--- src/rtl/spo_pkg.sv ---
// ----------------------------------------------------------------------------
// spo_pkg: shared types and constants for the sequence partition offset block
// Field widths, clamp limits, register map, mode codes and inter-module structs.
// ----------------------------------------------------------------------------
package spo_pkg;

	// Field widths
	localparam int STEP_W  = 16;
	localparam int GRP_W   = 4;
	localparam int RANK_W  = 8;
	localparam int CNT_W   = RANK_W + 1;
	localparam int SPLIT_W = 5;
	localparam int SEQ_W   = 21;
	localparam int MODE_W  = 2;
	localparam int OFF_W   = 20;

	// Clamp limits
	localparam int MAX_RANKS    = 256;
	localparam int MAX_SEQUENCE = 1048576;
	localparam int MAX_SPLITS   = 16;

	// Chunk index and divisor width: holds split count times rank count
	localparam int IDX_W  = 13;
	localparam int PROD_W = IDX_W + SEQ_W;

	// Configuration port
	localparam int APB_ADDR_W = 5;
	localparam int APB_DATA_W = 32;
	localparam int REG_IDX_W  = APB_ADDR_W - 2;

	localparam logic [REG_IDX_W-1:0] REG_RANK_COUNT  = REG_IDX_W'(0);
	localparam logic [REG_IDX_W-1:0] REG_OWN_RANK    = REG_IDX_W'(1);
	localparam logic [REG_IDX_W-1:0] REG_SEQ_LENGTH  = REG_IDX_W'(2);
	localparam logic [REG_IDX_W-1:0] REG_SPLIT_COUNT = REG_IDX_W'(3);
	localparam logic [REG_IDX_W-1:0] REG_PART_MODE   = REG_IDX_W'(4);

	// Register reset values
	localparam logic [CNT_W-1:0]   RST_RANK_COUNT  = CNT_W'(1);
	localparam logic [RANK_W-1:0]  RST_OWN_RANK    = '0;
	localparam logic [SEQ_W-1:0]   RST_SEQ_LENGTH  = SEQ_W'(1);
	localparam logic [SPLIT_W-1:0] RST_SPLIT_COUNT = SPLIT_W'(2);
	localparam logic [MODE_W-1:0]  RST_PART_MODE   = '0;

	// Partition modes; the unused code behaves as contiguous
	localparam logic [MODE_W-1:0] MODE_CONTIG  = MODE_W'(0);
	localparam logic [MODE_W-1:0] MODE_ZIGZAG  = MODE_W'(1);
	localparam logic [MODE_W-1:0] MODE_STRIPED = MODE_W'(2);

	// Configuration sequencer states
	typedef enum logic [2:0] {
		CS_IDLE,
		CS_PREP,
		CS_DIV_LEN,
		CS_DIV_CHUNK,
		CS_DIV_OWN
	} cfg_state_t;

	// Derived configuration handed to the datapath
	typedef struct packed {
		logic [CNT_W-1:0]   n;
		logic [SPLIT_W-1:0] s;
		logic [RANK_W-1:0]  r;
		logic [MODE_W-1:0]  mode;
		logic [SEQ_W-1:0]   len_c;
		logic [SEQ_W-1:0]   len_z;
		logic               busy;
	} cfg_t;

	// Result of the step reduction pipeline
	typedef struct packed {
		logic [RANK_W-1:0] step_mod;
		logic [GRP_W-1:0]  grp;
	} mod_out_t;

endpackage

--- src/rtl/spo_cfg.sv ---
// ----------------------------------------------------------------------------
// spo_cfg: configuration registers and derived-value sequencer
// Holds the APB registers, clamps them, and runs a shared restoring divider to
// get seq/N, seq/(S*N) and own mod N after reset and after every write.
// ----------------------------------------------------------------------------
module spo_cfg import spo_pkg::*; (
	input  logic                  clk,
	input  logic                  arst_n,
	input  logic                  psel,
	input  logic                  penable,
	input  logic                  pwrite,
	input  logic [APB_ADDR_W-1:0] paddr,
	input  logic [APB_DATA_W-1:0] pwdata,
	output logic [APB_DATA_W-1:0] prdata,
	output logic                  pready,
	output cfg_t                  cfg
);

	localparam int DIV_CNT_W = $clog2(SEQ_W);

	logic [CNT_W-1:0]     rank_count_q;
	logic [RANK_W-1:0]    own_rank_q;
	logic [SEQ_W-1:0]     seq_length_q;
	logic [SPLIT_W-1:0]   split_count_q;
	logic [MODE_W-1:0]    part_mode_q;

	logic [CNT_W-1:0]     n_clamp;
	logic [SPLIT_W-1:0]   s_clamp;
	logic [SEQ_W-1:0]     seq_clamp;
	logic [CNT_W-1:0]     n_q;
	logic [SPLIT_W-1:0]   s_q;
	logic [SEQ_W-1:0]     seq_q;
	logic [SEQ_W-1:0]     len_c_q;
	logic [SEQ_W-1:0]     len_z_q;
	logic [RANK_W-1:0]    r_q;
	logic [CNT_W+SPLIT_W-1:0] sn_full;
	logic [IDX_W-1:0]     sn;

	cfg_state_t           state_q;
	cfg_state_t           state_d;
	logic                 wr;
	logic [REG_IDX_W-1:0] widx;

	logic                 load;
	logic                 run;
	logic                 busy;
	logic [SEQ_W-1:0]     ld_dvd;
	logic [IDX_W-1:0]     ld_dsr;
	logic [SEQ_W-1:0]     dvd_q;
	logic [IDX_W-1:0]     dsr_q;
	logic [IDX_W-1:0]     rem_q;
	logic [DIV_CNT_W-1:0] cnt_q;
	logic [IDX_W:0]       shifted;
	logic                 ge;
	logic [IDX_W:0]       rem_diff;
	logic [IDX_W-1:0]     rem_n;
	logic [SEQ_W-1:0]     dvd_n;
	logic                 div_last;

	assign pready = 1'b1;
	assign wr     = psel && penable && pwrite;
	assign widx   = paddr[APB_ADDR_W-1:2];

	// Register writes
	always_ff @(posedge clk or negedge arst_n) begin
		if (!arst_n) begin
			rank_count_q  <= RST_RANK_COUNT;
			own_rank_q    <= RST_OWN_RANK;
			seq_length_q  <= RST_SEQ_LENGTH;
			split_count_q <= RST_SPLIT_COUNT;
			part_mode_q   <= RST_PART_MODE;
		end else if (wr) begin
			unique case (widx)
				REG_RANK_COUNT:  rank_count_q  <= pwdata[CNT_W-1:0];
				REG_OWN_RANK:    own_rank_q    <= pwdata[RANK_W-1:0];
				REG_SEQ_LENGTH:  seq_length_q  <= pwdata[SEQ_W-1:0];
				REG_SPLIT_COUNT: split_count_q <= pwdata[SPLIT_W-1:0];
				REG_PART_MODE:   part_mode_q   <= pwdata[MODE_W-1:0];
				default: ;
			endcase
		end
	end

	// Register reads
	always_comb begin
		unique case (widx)
			REG_RANK_COUNT:  prdata = APB_DATA_W'(rank_count_q);
			REG_OWN_RANK:    prdata = APB_DATA_W'(own_rank_q);
			REG_SEQ_LENGTH:  prdata = APB_DATA_W'(seq_length_q);
			REG_SPLIT_COUNT: prdata = APB_DATA_W'(split_count_q);
			REG_PART_MODE:   prdata = APB_DATA_W'(part_mode_q);
			default:         prdata = '0;
		endcase
	end

	// Clamp counts to their legal ranges
	always_comb begin
		if (rank_count_q == '0) begin
			n_clamp = CNT_W'(1);
		end else if (rank_count_q > CNT_W'(MAX_RANKS)) begin
			n_clamp = CNT_W'(MAX_RANKS);
		end else begin
			n_clamp = rank_count_q;
		end
		if (split_count_q == '0) begin
			s_clamp = SPLIT_W'(1);
		end else if (split_count_q > SPLIT_W'(MAX_SPLITS)) begin
			s_clamp = SPLIT_W'(MAX_SPLITS);
		end else begin
			s_clamp = split_count_q;
		end
		if (seq_length_q > SEQ_W'(MAX_SEQUENCE)) begin
			seq_clamp = SEQ_W'(MAX_SEQUENCE);
		end else begin
			seq_clamp = seq_length_q;
		end
	end

	assign sn_full = (CNT_W+SPLIT_W)'(s_q) * (CNT_W+SPLIT_W)'(n_q);
	assign sn      = sn_full[IDX_W-1:0];

	// One restoring divide step
	always_comb begin
		shifted  = {rem_q, dvd_q[SEQ_W-1]};
		ge       = shifted >= {1'b0, dsr_q};
		rem_diff = shifted - {1'b0, dsr_q};
		rem_n    = ge ? rem_diff[IDX_W-1:0] : shifted[IDX_W-1:0];
		dvd_n    = {dvd_q[SEQ_W-2:0], ge};
	end

	assign div_last = cnt_q == DIV_CNT_W'(SEQ_W - 1);

	// Sequencer next state; any write restarts the sequence
	always_comb begin
		state_d = state_q;
		if (wr) begin
			state_d = CS_PREP;
		end else begin
			unique case (state_q)
				CS_IDLE:      state_d = CS_IDLE;
				CS_PREP:      state_d = CS_DIV_LEN;
				CS_DIV_LEN:   if (div_last) state_d = CS_DIV_CHUNK;
				CS_DIV_CHUNK: if (div_last) state_d = CS_DIV_OWN;
				CS_DIV_OWN:   if (div_last) state_d = CS_IDLE;
				default:      state_d = CS_IDLE;
			endcase
		end
	end

	// Sequencer outputs: divider load and run
	always_comb begin
		load   = 1'b0;
		run    = 1'b0;
		ld_dvd = seq_clamp;
		ld_dsr = IDX_W'(n_clamp);
		busy   = wr || (state_q != CS_IDLE);
		unique case (state_q)
			CS_IDLE: ;
			CS_PREP: load = 1'b1;
			CS_DIV_LEN: begin
				run = 1'b1;
				if (div_last) begin
					load   = 1'b1;
					ld_dvd = seq_q;
					ld_dsr = sn;
				end
			end
			CS_DIV_CHUNK: begin
				run = 1'b1;
				if (div_last) begin
					load   = 1'b1;
					ld_dvd = SEQ_W'(own_rank_q);
					ld_dsr = IDX_W'(n_q);
				end
			end
			CS_DIV_OWN: run = 1'b1;
			default: ;
		endcase
	end

	// Sequencer state and step counter; reset starts a fresh sequence
	always_ff @(posedge clk or negedge arst_n) begin
		if (!arst_n) begin
			state_q <= CS_PREP;
			cnt_q   <= '0;
		end else begin
			state_q <= state_d;
			if (load) begin
				cnt_q <= '0;
			end else if (run) begin
				cnt_q <= cnt_q + DIV_CNT_W'(1);
			end
		end
	end

	// Divider datapath and captured results
	always_ff @(posedge clk) begin
		if (load) begin
			dvd_q <= ld_dvd;
			dsr_q <= ld_dsr;
			rem_q <= '0;
		end else if (run) begin
			dvd_q <= dvd_n;
			rem_q <= rem_n;
		end
		if (state_q == CS_PREP) begin
			n_q   <= n_clamp;
			s_q   <= s_clamp;
			seq_q <= seq_clamp;
		end
		if (state_q == CS_DIV_LEN && div_last) begin
			len_c_q <= dvd_n;
		end
		if (state_q == CS_DIV_CHUNK && div_last) begin
			len_z_q <= dvd_n;
		end
		if (state_q == CS_DIV_OWN && div_last) begin
			r_q <= rem_n[RANK_W-1:0];
		end
	end

	always_comb begin
		cfg.n     = n_q;
		cfg.s     = s_q;
		cfg.r     = r_q;
		cfg.mode  = part_mode_q;
		cfg.len_c = len_c_q;
		cfg.len_z = len_z_q;
		cfg.busy  = busy;
	end

endmodule

--- src/rtl/spo_modp.sv ---
// ----------------------------------------------------------------------------
// spo_modp: ring step reduction pipeline
// Reduces the 16-bit ring step modulo the rank count, four remainder steps per
// stage over four stages, carrying the sub-group index alongside.
// ----------------------------------------------------------------------------
module spo_modp import spo_pkg::*; (
	input  logic               clk,
	input  logic               arst_n,
	input  logic [CNT_W-1:0]   n,
	input  logic               in_valid,
	output logic               in_ready,
	input  logic [STEP_W-1:0]  ring_step,
	input  logic [GRP_W-1:0]   sub_group,
	output logic               out_valid,
	input  logic               out_ready,
	output mod_out_t           out_data
);

	localparam int MOD_STEPS = 4;

	typedef struct packed {
		logic [RANK_W-1:0] rem;
		logic [STEP_W-1:0] step;
		logic [GRP_W-1:0]  grp;
	} mod_stage_t;

	// Shift a few step bits into the remainder, reducing after each
	function automatic logic [RANK_W-1:0] mod_steps(
		input logic [RANK_W-1:0]    rem_in,
		input logic [MOD_STEPS-1:0] bits,
		input logic [CNT_W-1:0]     div
	);
		logic [CNT_W-1:0]  t;
		logic [RANK_W-1:0] rem;
		rem = rem_in;
		for (int i = MOD_STEPS - 1; i >= 0; i--) begin
			t = {rem, bits[i]};
			if (t >= div) begin
				t = t - div;
			end
			rem = t[RANK_W-1:0];
		end
		return rem;
	endfunction

	mod_stage_t d_s1, d_s2, d_s3, d_s4;
	mod_stage_t nx_s1, nx_s2, nx_s3, nx_s4;
	logic       v_s1, v_s2, v_s3, v_s4;
	logic       en_s1, en_s2, en_s3, en_s4;

	// Per-stage advance: a stage moves when empty or when the next one moves
	assign en_s4    = !v_s4 || out_ready;
	assign en_s3    = !v_s3 || en_s4;
	assign en_s2    = !v_s2 || en_s3;
	assign en_s1    = !v_s1 || en_s2;
	assign in_ready = en_s1;

	always_comb begin
		nx_s1.rem  = mod_steps('0, ring_step[STEP_W-1 -: MOD_STEPS], n);
		nx_s1.step = ring_step;
		nx_s1.grp  = sub_group;
		nx_s2      = d_s1;
		nx_s2.rem  = mod_steps(d_s1.rem, d_s1.step[STEP_W-1-MOD_STEPS -: MOD_STEPS], n);
		nx_s3      = d_s2;
		nx_s3.rem  = mod_steps(d_s2.rem, d_s2.step[STEP_W-1-2*MOD_STEPS -: MOD_STEPS], n);
		nx_s4      = d_s3;
		nx_s4.rem  = mod_steps(d_s3.rem, d_s3.step[STEP_W-1-3*MOD_STEPS -: MOD_STEPS], n);
	end

	// Valid bits
	always_ff @(posedge clk or negedge arst_n) begin
		if (!arst_n) begin
			v_s1 <= 1'b0;
			v_s2 <= 1'b0;
			v_s3 <= 1'b0;
			v_s4 <= 1'b0;
		end else begin
			if (en_s1) v_s1 <= in_valid;
			if (en_s2) v_s2 <= v_s1;
			if (en_s3) v_s3 <= v_s2;
			if (en_s4) v_s4 <= v_s3;
		end
	end

	// Stage payload
	always_ff @(posedge clk) begin
		if (en_s1) d_s1 <= nx_s1;
		if (en_s2) d_s2 <= nx_s2;
		if (en_s3) d_s3 <= nx_s3;
		if (en_s4) d_s4 <= nx_s4;
	end

	assign out_valid         = v_s4;
	assign out_data.step_mod = d_s4.rem;
	assign out_data.grp      = d_s4.grp;

endmodule

--- src/rtl/spo_offs.sv ---
// ----------------------------------------------------------------------------
// spo_offs: source rank and offset pipeline
// Finds the source rank, forms the query and key chunk indexes for the mode,
// and scales them by the chunk length (by one in striped mode) into the output register.
// ----------------------------------------------------------------------------
module spo_offs import spo_pkg::*; (
	input  logic               clk,
	input  logic               arst_n,
	input  cfg_t               cfg,
	input  logic               in_valid,
	output logic               in_ready,
	input  mod_out_t           in_data,
	output logic               out_valid,
	input  logic               out_ready,
	output logic [OFF_W-1:0]   query_offset,
	output logic [RANK_W-1:0]  holder_rank,
	output logic [OFF_W-1:0]   key_offset,
	output logic [SEQ_W-1:0]   chunk_length,
	output logic [CNT_W-1:0]   position_step,
	output logic [SPLIT_W-1:0] group_total,
	output logic               group_error
);

	localparam int BASE_W = SPLIT_W + CNT_W;

	logic en_s5, en_s6, en_s7;
	logic v_s5, v_s6, v_s7;

	logic                zig;
	logic                striped;

	logic [CNT_W:0]      src_sum;
	logic [RANK_W-1:0]   src_s5;
	logic [GRP_W-1:0]    grp_s5;

	logic                err;
	logic [GRP_W-2:0]    half;
	logic [SPLIT_W-1:0]  fac;
	logic [BASE_W-1:0]   base;
	logic [CNT_W-1:0]    mir_q;
	logic [CNT_W-1:0]    mir_k;
	logic [BASE_W-1:0]   zidx_q;
	logic [BASE_W-1:0]   zidx_k;
	logic [IDX_W-1:0]    idx_q;
	logic [IDX_W-1:0]    idx_k;
	logic [SEQ_W-1:0]    coef;
	logic [IDX_W-1:0]    idx_q_s6;
	logic [IDX_W-1:0]    idx_k_s6;
	logic [SEQ_W-1:0]    coef_s6;
	logic                err_s6;
	logic [RANK_W-1:0]   src_s6;

	logic [PROD_W-1:0]   prod_q;
	logic [PROD_W-1:0]   prod_k;
	logic [OFF_W-1:0]    q_s7;
	logic [OFF_W-1:0]    k_s7;
	logic [RANK_W-1:0]   src_s7;
	logic                err_s7;

	assign zig     = cfg.mode == MODE_ZIGZAG;
	assign striped = cfg.mode == MODE_STRIPED;

	// Stage advance
	assign en_s7    = !v_s7 || out_ready;
	assign en_s6    = !v_s6 || en_s7;
	assign en_s5    = !v_s5 || en_s6;
	assign in_ready = en_s5;

	// Source rank: own minus step, wrapped into the ring
	always_comb begin
		if (in_data.step_mod <= cfg.r) begin
			src_sum = (CNT_W+1)'(cfg.r) - (CNT_W+1)'(in_data.step_mod);
		end else begin
			src_sum = (CNT_W+1)'(cfg.r) + (CNT_W+1)'(cfg.n) - (CNT_W+1)'(in_data.step_mod);
		end
	end

	// Chunk indexes: in zigzag mode even groups count outward, odd groups mirror inward
	always_comb begin
		err    = zig && (SPLIT_W'(grp_s5) >= cfg.s);
		half   = grp_s5[GRP_W-1:1];
		fac    = grp_s5[0] ? (cfg.s - SPLIT_W'(1) - SPLIT_W'(half)) : SPLIT_W'(half);
		base   = BASE_W'(fac) * BASE_W'(cfg.n);
		mir_q  = cfg.n - CNT_W'(1) - CNT_W'(cfg.r);
		mir_k  = cfg.n - CNT_W'(1) - CNT_W'(src_s5);
		zidx_q = base + (grp_s5[0] ? BASE_W'(mir_q) : BASE_W'(cfg.r));
		zidx_k = base + (grp_s5[0] ? BASE_W'(mir_k) : BASE_W'(src_s5));
		if (zig) begin
			idx_q = zidx_q[IDX_W-1:0];
			idx_k = zidx_k[IDX_W-1:0];
			coef  = cfg.len_z;
		end else begin
			idx_q = IDX_W'(cfg.r);
			idx_k = IDX_W'(src_s5);
			coef  = striped ? SEQ_W'(1) : cfg.len_c;
		end
	end

	// Scale indexes by chunk length, keeping the field width
	assign prod_q = PROD_W'(idx_q_s6) * PROD_W'(coef_s6);
	assign prod_k = PROD_W'(idx_k_s6) * PROD_W'(coef_s6);

	// Valid bits
	always_ff @(posedge clk or negedge arst_n) begin
		if (!arst_n) begin
			v_s5 <= 1'b0;
			v_s6 <= 1'b0;
			v_s7 <= 1'b0;
		end else begin
			if (en_s5) v_s5 <= in_valid;
			if (en_s6) v_s6 <= v_s5;
			if (en_s7) v_s7 <= v_s6;
		end
	end

	// Stage payload
	always_ff @(posedge clk) begin
		if (en_s5) begin
			src_s5 <= src_sum[RANK_W-1:0];
			grp_s5 <= in_data.grp;
		end
		if (en_s6) begin
			idx_q_s6 <= idx_q;
			idx_k_s6 <= idx_k;
			coef_s6  <= coef;
			err_s6   <= err;
			src_s6   <= src_s5;
		end
		if (en_s7) begin
			q_s7   <= err_s6 ? '0 : prod_q[OFF_W-1:0];
			k_s7   <= err_s6 ? '0 : prod_k[OFF_W-1:0];
			src_s7 <= src_s6;
			err_s7 <= err_s6;
		end
	end

	assign out_valid     = v_s7;
	assign query_offset  = q_s7;
	assign key_offset    = k_s7;
	assign holder_rank   = src_s7;
	assign group_error   = err_s7;

	// Mode-wide fields follow the configuration; the user must hold it while items run (not enforced here)
	assign chunk_length  = zig ? cfg.len_z : cfg.len_c;
	assign position_step = striped ? cfg.n : CNT_W'(1);
	assign group_total   = zig ? cfg.s : SPLIT_W'(1);

endmodule

--- src/rtl/sequence_partition_offset_calc.sv ---
// ----------------------------------------------------------------------------
// sequence_partition_offset_calc: ring sequence partition offsets
// Per ring step and sub-group, gives query and key base offsets, source rank,
// chunk length, position stride, group count and a sub-group error flag.
// ----------------------------------------------------------------------------
//
// Channel   Handshake                    Payload
// input     in_valid / in_ready          ring_step, sub_group
// output    out_valid / out_ready        query_offset, holder_rank, key_offset,
//                                        chunk_length, position_step,
//                                        group_total, group_error
// config    psel, penable, pwrite, pready paddr, pwdata, prdata
//
// One transaction per cycle sustained while out_ready is high and no setup
// runs; a result passes through seven register stages: four of
// step-mod-N (four remainder steps each), one for the source rank, one for
// the chunk indexes, one for the multiply.
// After reset and after every register write the config sequencer runs a
// setup state and then three divisions, all with in_ready low;
// in_ready is also low in the access cycle of the write itself.
// Each stage advances when empty or when the next one advances, so a stall
// on out_ready fills bubbles first and drops or repeats nothing.
//
module sequence_partition_offset_calc import spo_pkg::*; (
	input  logic                  clk,
	input  logic                  arst_n,
	input  logic                  psel,
	input  logic                  penable,
	input  logic                  pwrite,
	input  logic [APB_ADDR_W-1:0] paddr,
	input  logic [APB_DATA_W-1:0] pwdata,
	output logic [APB_DATA_W-1:0] prdata,
	output logic                  pready,
	input  logic                  in_valid,
	output logic                  in_ready,
	input  logic [STEP_W-1:0]     ring_step,
	input  logic [GRP_W-1:0]      sub_group,
	output logic                  out_valid,
	input  logic                  out_ready,
	output logic [OFF_W-1:0]      query_offset,
	output logic [RANK_W-1:0]     holder_rank,
	output logic [OFF_W-1:0]      key_offset,
	output logic [SEQ_W-1:0]      chunk_length,
	output logic [CNT_W-1:0]      position_step,
	output logic [SPLIT_W-1:0]    group_total,
	output logic                  group_error
);

	cfg_t     cfg;
	logic     mod_in_valid;
	logic     mod_in_ready;
	logic     mod_out_valid;
	logic     offs_ready;
	mod_out_t mod_data;

	spo_cfg u_cfg (
		.clk     (clk),
		.arst_n  (arst_n),
		.psel    (psel),
		.penable (penable),
		.pwrite  (pwrite),
		.paddr   (paddr),
		.pwdata  (pwdata),
		.prdata  (prdata),
		.pready  (pready),
		.cfg     (cfg)
	);

	// Hold off new transactions while derived values are being recomputed
	assign in_ready     = mod_in_ready && !cfg.busy;
	assign mod_in_valid = in_valid && !cfg.busy;

	spo_modp u_modp (
		.clk       (clk),
		.arst_n    (arst_n),
		.n         (cfg.n),
		.in_valid  (mod_in_valid),
		.in_ready  (mod_in_ready),
		.ring_step (ring_step),
		.sub_group (sub_group),
		.out_valid (mod_out_valid),
		.out_ready (offs_ready),
		.out_data  (mod_data)
	);

	spo_offs u_offs (
		.clk           (clk),
		.arst_n        (arst_n),
		.cfg           (cfg),
		.in_valid      (mod_out_valid),
		.in_ready      (offs_ready),
		.in_data       (mod_data),
		.out_valid     (out_valid),
		.out_ready     (out_ready),
		.query_offset  (query_offset),
		.holder_rank   (holder_rank),
		.key_offset    (key_offset),
		.chunk_length  (chunk_length),
		.position_step (position_step),
		.group_total   (group_total),
		.group_error   (group_error)
	);

	// A bad sub-group zeroes both offsets
	a_err_zero: assert property (@(posedge clk) disable iff (!arst_n)
		out_valid && group_error |-> (query_offset == '0) && (key_offset == '0))
		else $error("offsets not cleared on sub-group error");

	// The source rank stays inside the ring
	a_src_range: assert property (@(posedge clk) disable iff (!arst_n)
		out_valid |-> (CNT_W'(holder_rank) < cfg.n))
		else $error("source rank outside the ring");

	// Sub-group errors only arise in zigzag mode
	a_err_mode: assert property (@(posedge clk) disable iff (!arst_n)
		out_valid && group_error |-> (cfg.mode == MODE_ZIGZAG))
		else $error("sub-group error outside zigzag mode");

endmodule
--- config.mk ---
export PLATFORM = sky130hd
export DESIGN_NAME = sequence_partition_offset_calc
export DESIGN_NICKNAME = d
export VERILOG_FILES = /design/src/rtl/spo_pkg.sv /design/src/rtl/spo_cfg.sv /design/src/rtl/spo_modp.sv /design/src/rtl/spo_offs.sv /design/src/rtl/sequence_partition_offset_calc.sv
export SDC_FILE = /design/constraint.sdc
export NUM_CORES = 2
export LEC_CHECK = 0
export BUFFER_PORTS_ARGS = -buffer_cell sky130_fd_sc_hd__buf_2
export CAP_MARGIN = 15
export CORE_ASPECT_RATIO = 1.25
export CORE_MARGIN = 5
export CORE_UTILIZATION = 50
export DETAILED_ROUTE_END_ITERATION = 10
export PLACE_DENSITY_LB_ADDON = 0.05
export SYNTH_ARGS = -nofsm -noshare
export SYNTH_HDL_FRONTEND = slang
export SYNTH_SLANG_ARGS = --single-unit
--- constraint.sdc ---
create_clock -name clk -period 9.45 [get_ports clk]
set_clock_uncertainty 0.05 [all_clocks]
set_input_delay 0.4725 -clock clk [delete_from_list [all_inputs] [get_ports clk]]
set_output_delay 0.4725 -clock clk [all_outputs]
set_load 0.05 [all_outputs]
==> out/qor.csv <==
stage,metric,value,unit
floorplan,start_util,0.5056,
floorplan,die_area,0.08003,mm2
clock_network,cts_buffer_depth,3,
sta,setup_tns,0,ps
critical_path,end_kind,flip-flop,
layout,area_growth,9.833,%
synthesis,async_flop_share,0.1579,
sta,grt_setup_unrepaired,false,
critical_path,crit_fanout,9,
critical_path,cpLargestDelayFamily,compound AO/OA/AOI/OAI gates,
placed_design,placedCellCount,4884,
floorplan,die_h,315.0,um
routing,vias,27210,
synthesis,postSynthAreaPerCell,9.733,um2
routing,drc,0,
critical_path,crit_path_start_kind,flip-flop,
synthesis,yosysUniqueCellTypes,69,
critical_path,crit_top_cell,ha_1,
global_routing,grt_first_pass_wirelength,151.1,mm
routing,drt_wl_total,94.09,mm
clock_network,cts.clk_slew.worst_paths,60,ps
critical_path,critPathSlowestCell,mux2i_1,
global_routing,antenna_found_initial,0,
routing,vias_per_cell,5.463,
clock_network,clkSinkCount,380,
layout,fillers,6760,
global_routing,grt_overflow,0,
synthesis,synth_edf_count,307,
placed_design,dp_hpwl,72.52,mm
critical_path,rr_worst_depth,33,
layout,regArea,0.01099,mm2
global_routing,grt_pass1_vias,28080,
synthesis,yosysWarnings,0,
sta,hold_violations,0,
clock_network,clk_latency,600,ps
clock_network,ctsRootBufferMaster,clkbuf_16,
flow_run,maxCapViolations,0,
synthesis,synth_seq_cells,380,
critical_path,arrival,9030,ps
synthesis,synth_area_leaders,"edfxtp_1, fa_1, ha_1",
synthesis,syn-instance-count,3824,
routing,post_drt_wl_per_cell,18.89,um
clock_network,htree_levels,2,
synthesis,synth-main-ff-cell,edfxtp_1,
critical_path,crit_buf_inv,3,
layout,final_cells,4980,
floorplan,io_pins,183,
layout,multiInputGateArea,0.02382,mm2
clock_network,tritoncts,built,
sta,worstMarginPinSlew,1101,ps
critical_path,path_class,flip-flop to flip-flop,
sta,max_freq,114.4,MHz
sta,setup_violations,0,
critical_path,required,9740,ps
worst_hold_path,hold_path.class,input port to asynchronous set/reset pin,
sta,relSlewSlack,0.2660,
synthesis,ys_seq_area_frac,0.2952,
routing,drtPass1Iterations,6,
floorplan,coreArea,0.07361,mm2
placed_design,numPortBuffers,157,
outcome,status,"finished, final reports clean",
synthesis,synth_top_cell_by_area,edfxtp_1,
floorplan,rows,111,
routing,detail-route-antenna-nets,0,
critical_path,cp.depth,33,
layout,final_layout_size_suffix_gt1_frac,0.1199,
clock_network,cts_made_buffers,42,
floorplan,die_w,254.0,um
global_routing,grt_max_degree,61,
sta,maxSlewViolCount,0,
layout,layout.nets,4706,
critical_path,max_stage_delay,440,ps
routing,drtIter0Drc,1530,
sta,hold_ws,16.60,ps
sta,fin_crit_sh,0.9252,
global_routing,grt_usage,0.2368,
synthesis,yosysTopAreaCellShare,0.2477,
layout,n_antenna_cell,0,
sta,min_period,8743,ps
placed_design,gp_congestion,0.8937,
synthesis,syn_area,0.03722,mm2
registers in the layout (all words and copies together), names as in the netlist, 12 cells and up:
| signal | cells |
|---|---|
| u_offs.coef_s6 | 20 |
| u_modp.out_data | 12 |
| u_cfg.len_c_q | 21 |
| u_cfg.rem_q | 13 |
| u_offs.query_offset | 20 |
| u_offs.idx_q_s6 | 13 |
| u_cfg.len_z_q | 21 |
| u_offs.key_offset | 20 |
| u_modp.d_s3 | 16 |
| u_cfg.dvd_q | 21 |
| u_modp.d_s2 | 20 |
| u_cfg.seq_length_q | 21 |
| u_offs.idx_k_s6 | 13 |
| u_cfg.seq_q | 21 |
| u_cfg.dsr_q | 13 |
| u_modp.d_s1 | 24 |
cells in the mapped netlist (all sizes together) (14+ instances only):
cell    instances
inv           498
nand2         427
ha            336
fa            319
edfxtp        307
nor2          228
and2          218
a21oi         169
xnor2         154
o21ai         143
mux2          127
clkbuf        124
nor2b          73
xor2           72
dfrtp          56
nor3           51
a21o           48
nand3          40
mux2i          37
nand4          36
o21a           34
nand2b         29
o21bai         26
buf            20
or3            20
and3           17
a21boi         14
a31oi          14
or2            14
what timing repair did:
action,in CTS,in global routing
resized for setup,0,2
endpoints found under the hold margin,16,0
setup endpoints to repair,0,7
hold buffers,16,0
buffers inserted,0,1
metrics by stage:
stage          worst slack, ps  cell area (um2)    util
4_1_cts                  668.8            40840  0.5548
6_report                 706.5            40880  0.5553
3_3_place_gp             740.1            39240  0.5331
2_1_floorplan            113.7            37260       -
5_1_grt                  97.65            40880  0.5553
3_5_place_dp             701.1            39240  0.5331
worst reg2reg max path, delay by kind of cell, from the launching register on:
kind / cells / cell delay [ps]
multiplexers: 4 / 1540
buffers and inverters: 3 / 570
AND/OR/NAND/NOR: 7 / 1280
flip-flops: 1 / 390
adder cells (fa/ha/maj): 4 / 1270
AO/OA/AOI/OAI: 15 / 3390
per-layer routing:
| metal | vias up | global-route usage | routed length (um) |
|---|---|---|---|
| met5 | - | 0 | 0 |
| met4 | 0 | 0.09119 | 4158 |
| met3 | 196 | 0.02706 | 3382 |
| met2 | 542 | 0.4286 | 48150 |
| met1 | 13360 | 0.2886 | 38390 |
| li1 | 13110 | - | - |
final cells by class:
cell class | count | share of cell area
Clock buffer | 51 | 0.02727
Inverter | 501 | 0.04600
Timing Repair Buffer | 253 | 0.03802
Clock inverter | 26 | 0.007897
Sequential cell | 380 | 0.2687
Tap cell | 960 | 0.02938
Multi-Input combinational cell | 2809 | 0.5827
cell usage in the layout (no fill, tap or decap), types with 20 or more instances in the layout:
cell type	synthesis	routed
inv_1	497	494
nand2_1	427	427
ha_1	336	336
fa_1	319	319
edfxtp_1	307	307
nor2_1	228	227
and2_1	218	218
a21oi_1	168	167
buf_2	0	157
xnor2_1	154	154
o21ai_0	141	141
mux2_2	127	127
buf_4	12	79
nor2b_1	73	72
xor2_1	72	72
dfrtp_1	56	56
nor3_1	51	51
a21o_1	48	48
clkbuf_16	0	42
nand3_1	40	40
mux2i_1	37	37
nand4_1	36	36
o21a_1	34	34
nand2b_1	29	28
o21bai_1	26	26
or3_1	20	20
worst paths after layout:
kind / from / endpoint / slack (ps)
worst min-delay path: arst_n / u_cfg.own_rank_q[7]$_DFFE_PN0P_ / 20
worst max register to register: u_cfg.n_q[2]$_DFFE_PP_ / u_modp.d_s2[24]$_DFFE_PP_ / 710
min in group clk: pwdata[14] / u_cfg.seq_length_q[14]$_DFFE_PN0P_ / 50
worst max-delay path: u_cfg.n_q[2]$_DFFE_PP_ / u_modp.d_s2[24]$_DFFE_PP_ / 710
worst min register to register: u_modp.d_s1[8]$_DFFE_PP_ / u_modp.d_s2[8]$_DFFE_PP_ / 360
max in group asynchronous: arst_n / u_modp.v_s2$_DFFE_PN0P_ / 8760
logic make-up (layout without fill, tap and decap cells):
kind of cell               Yosys count  count (layout)  share of synthesized area
xor gates and xnor gates           226             226                    0.05318
muxes                              167             167                    0.05019
adders and majority gates          655             655                     0.2845
other                                2              12                  0.0002018
DFF                                380             380                     0.2952
AOI/OAI and AO/OA                  568             568                    0.09763
buffers and inverters              645             831                    0.06646
and+or+nand+nor                   1181            1181                     0.1526
Power is not shown: default switching activity piles up to over one toggle a cycle in this logic, so the estimate is an artifact.
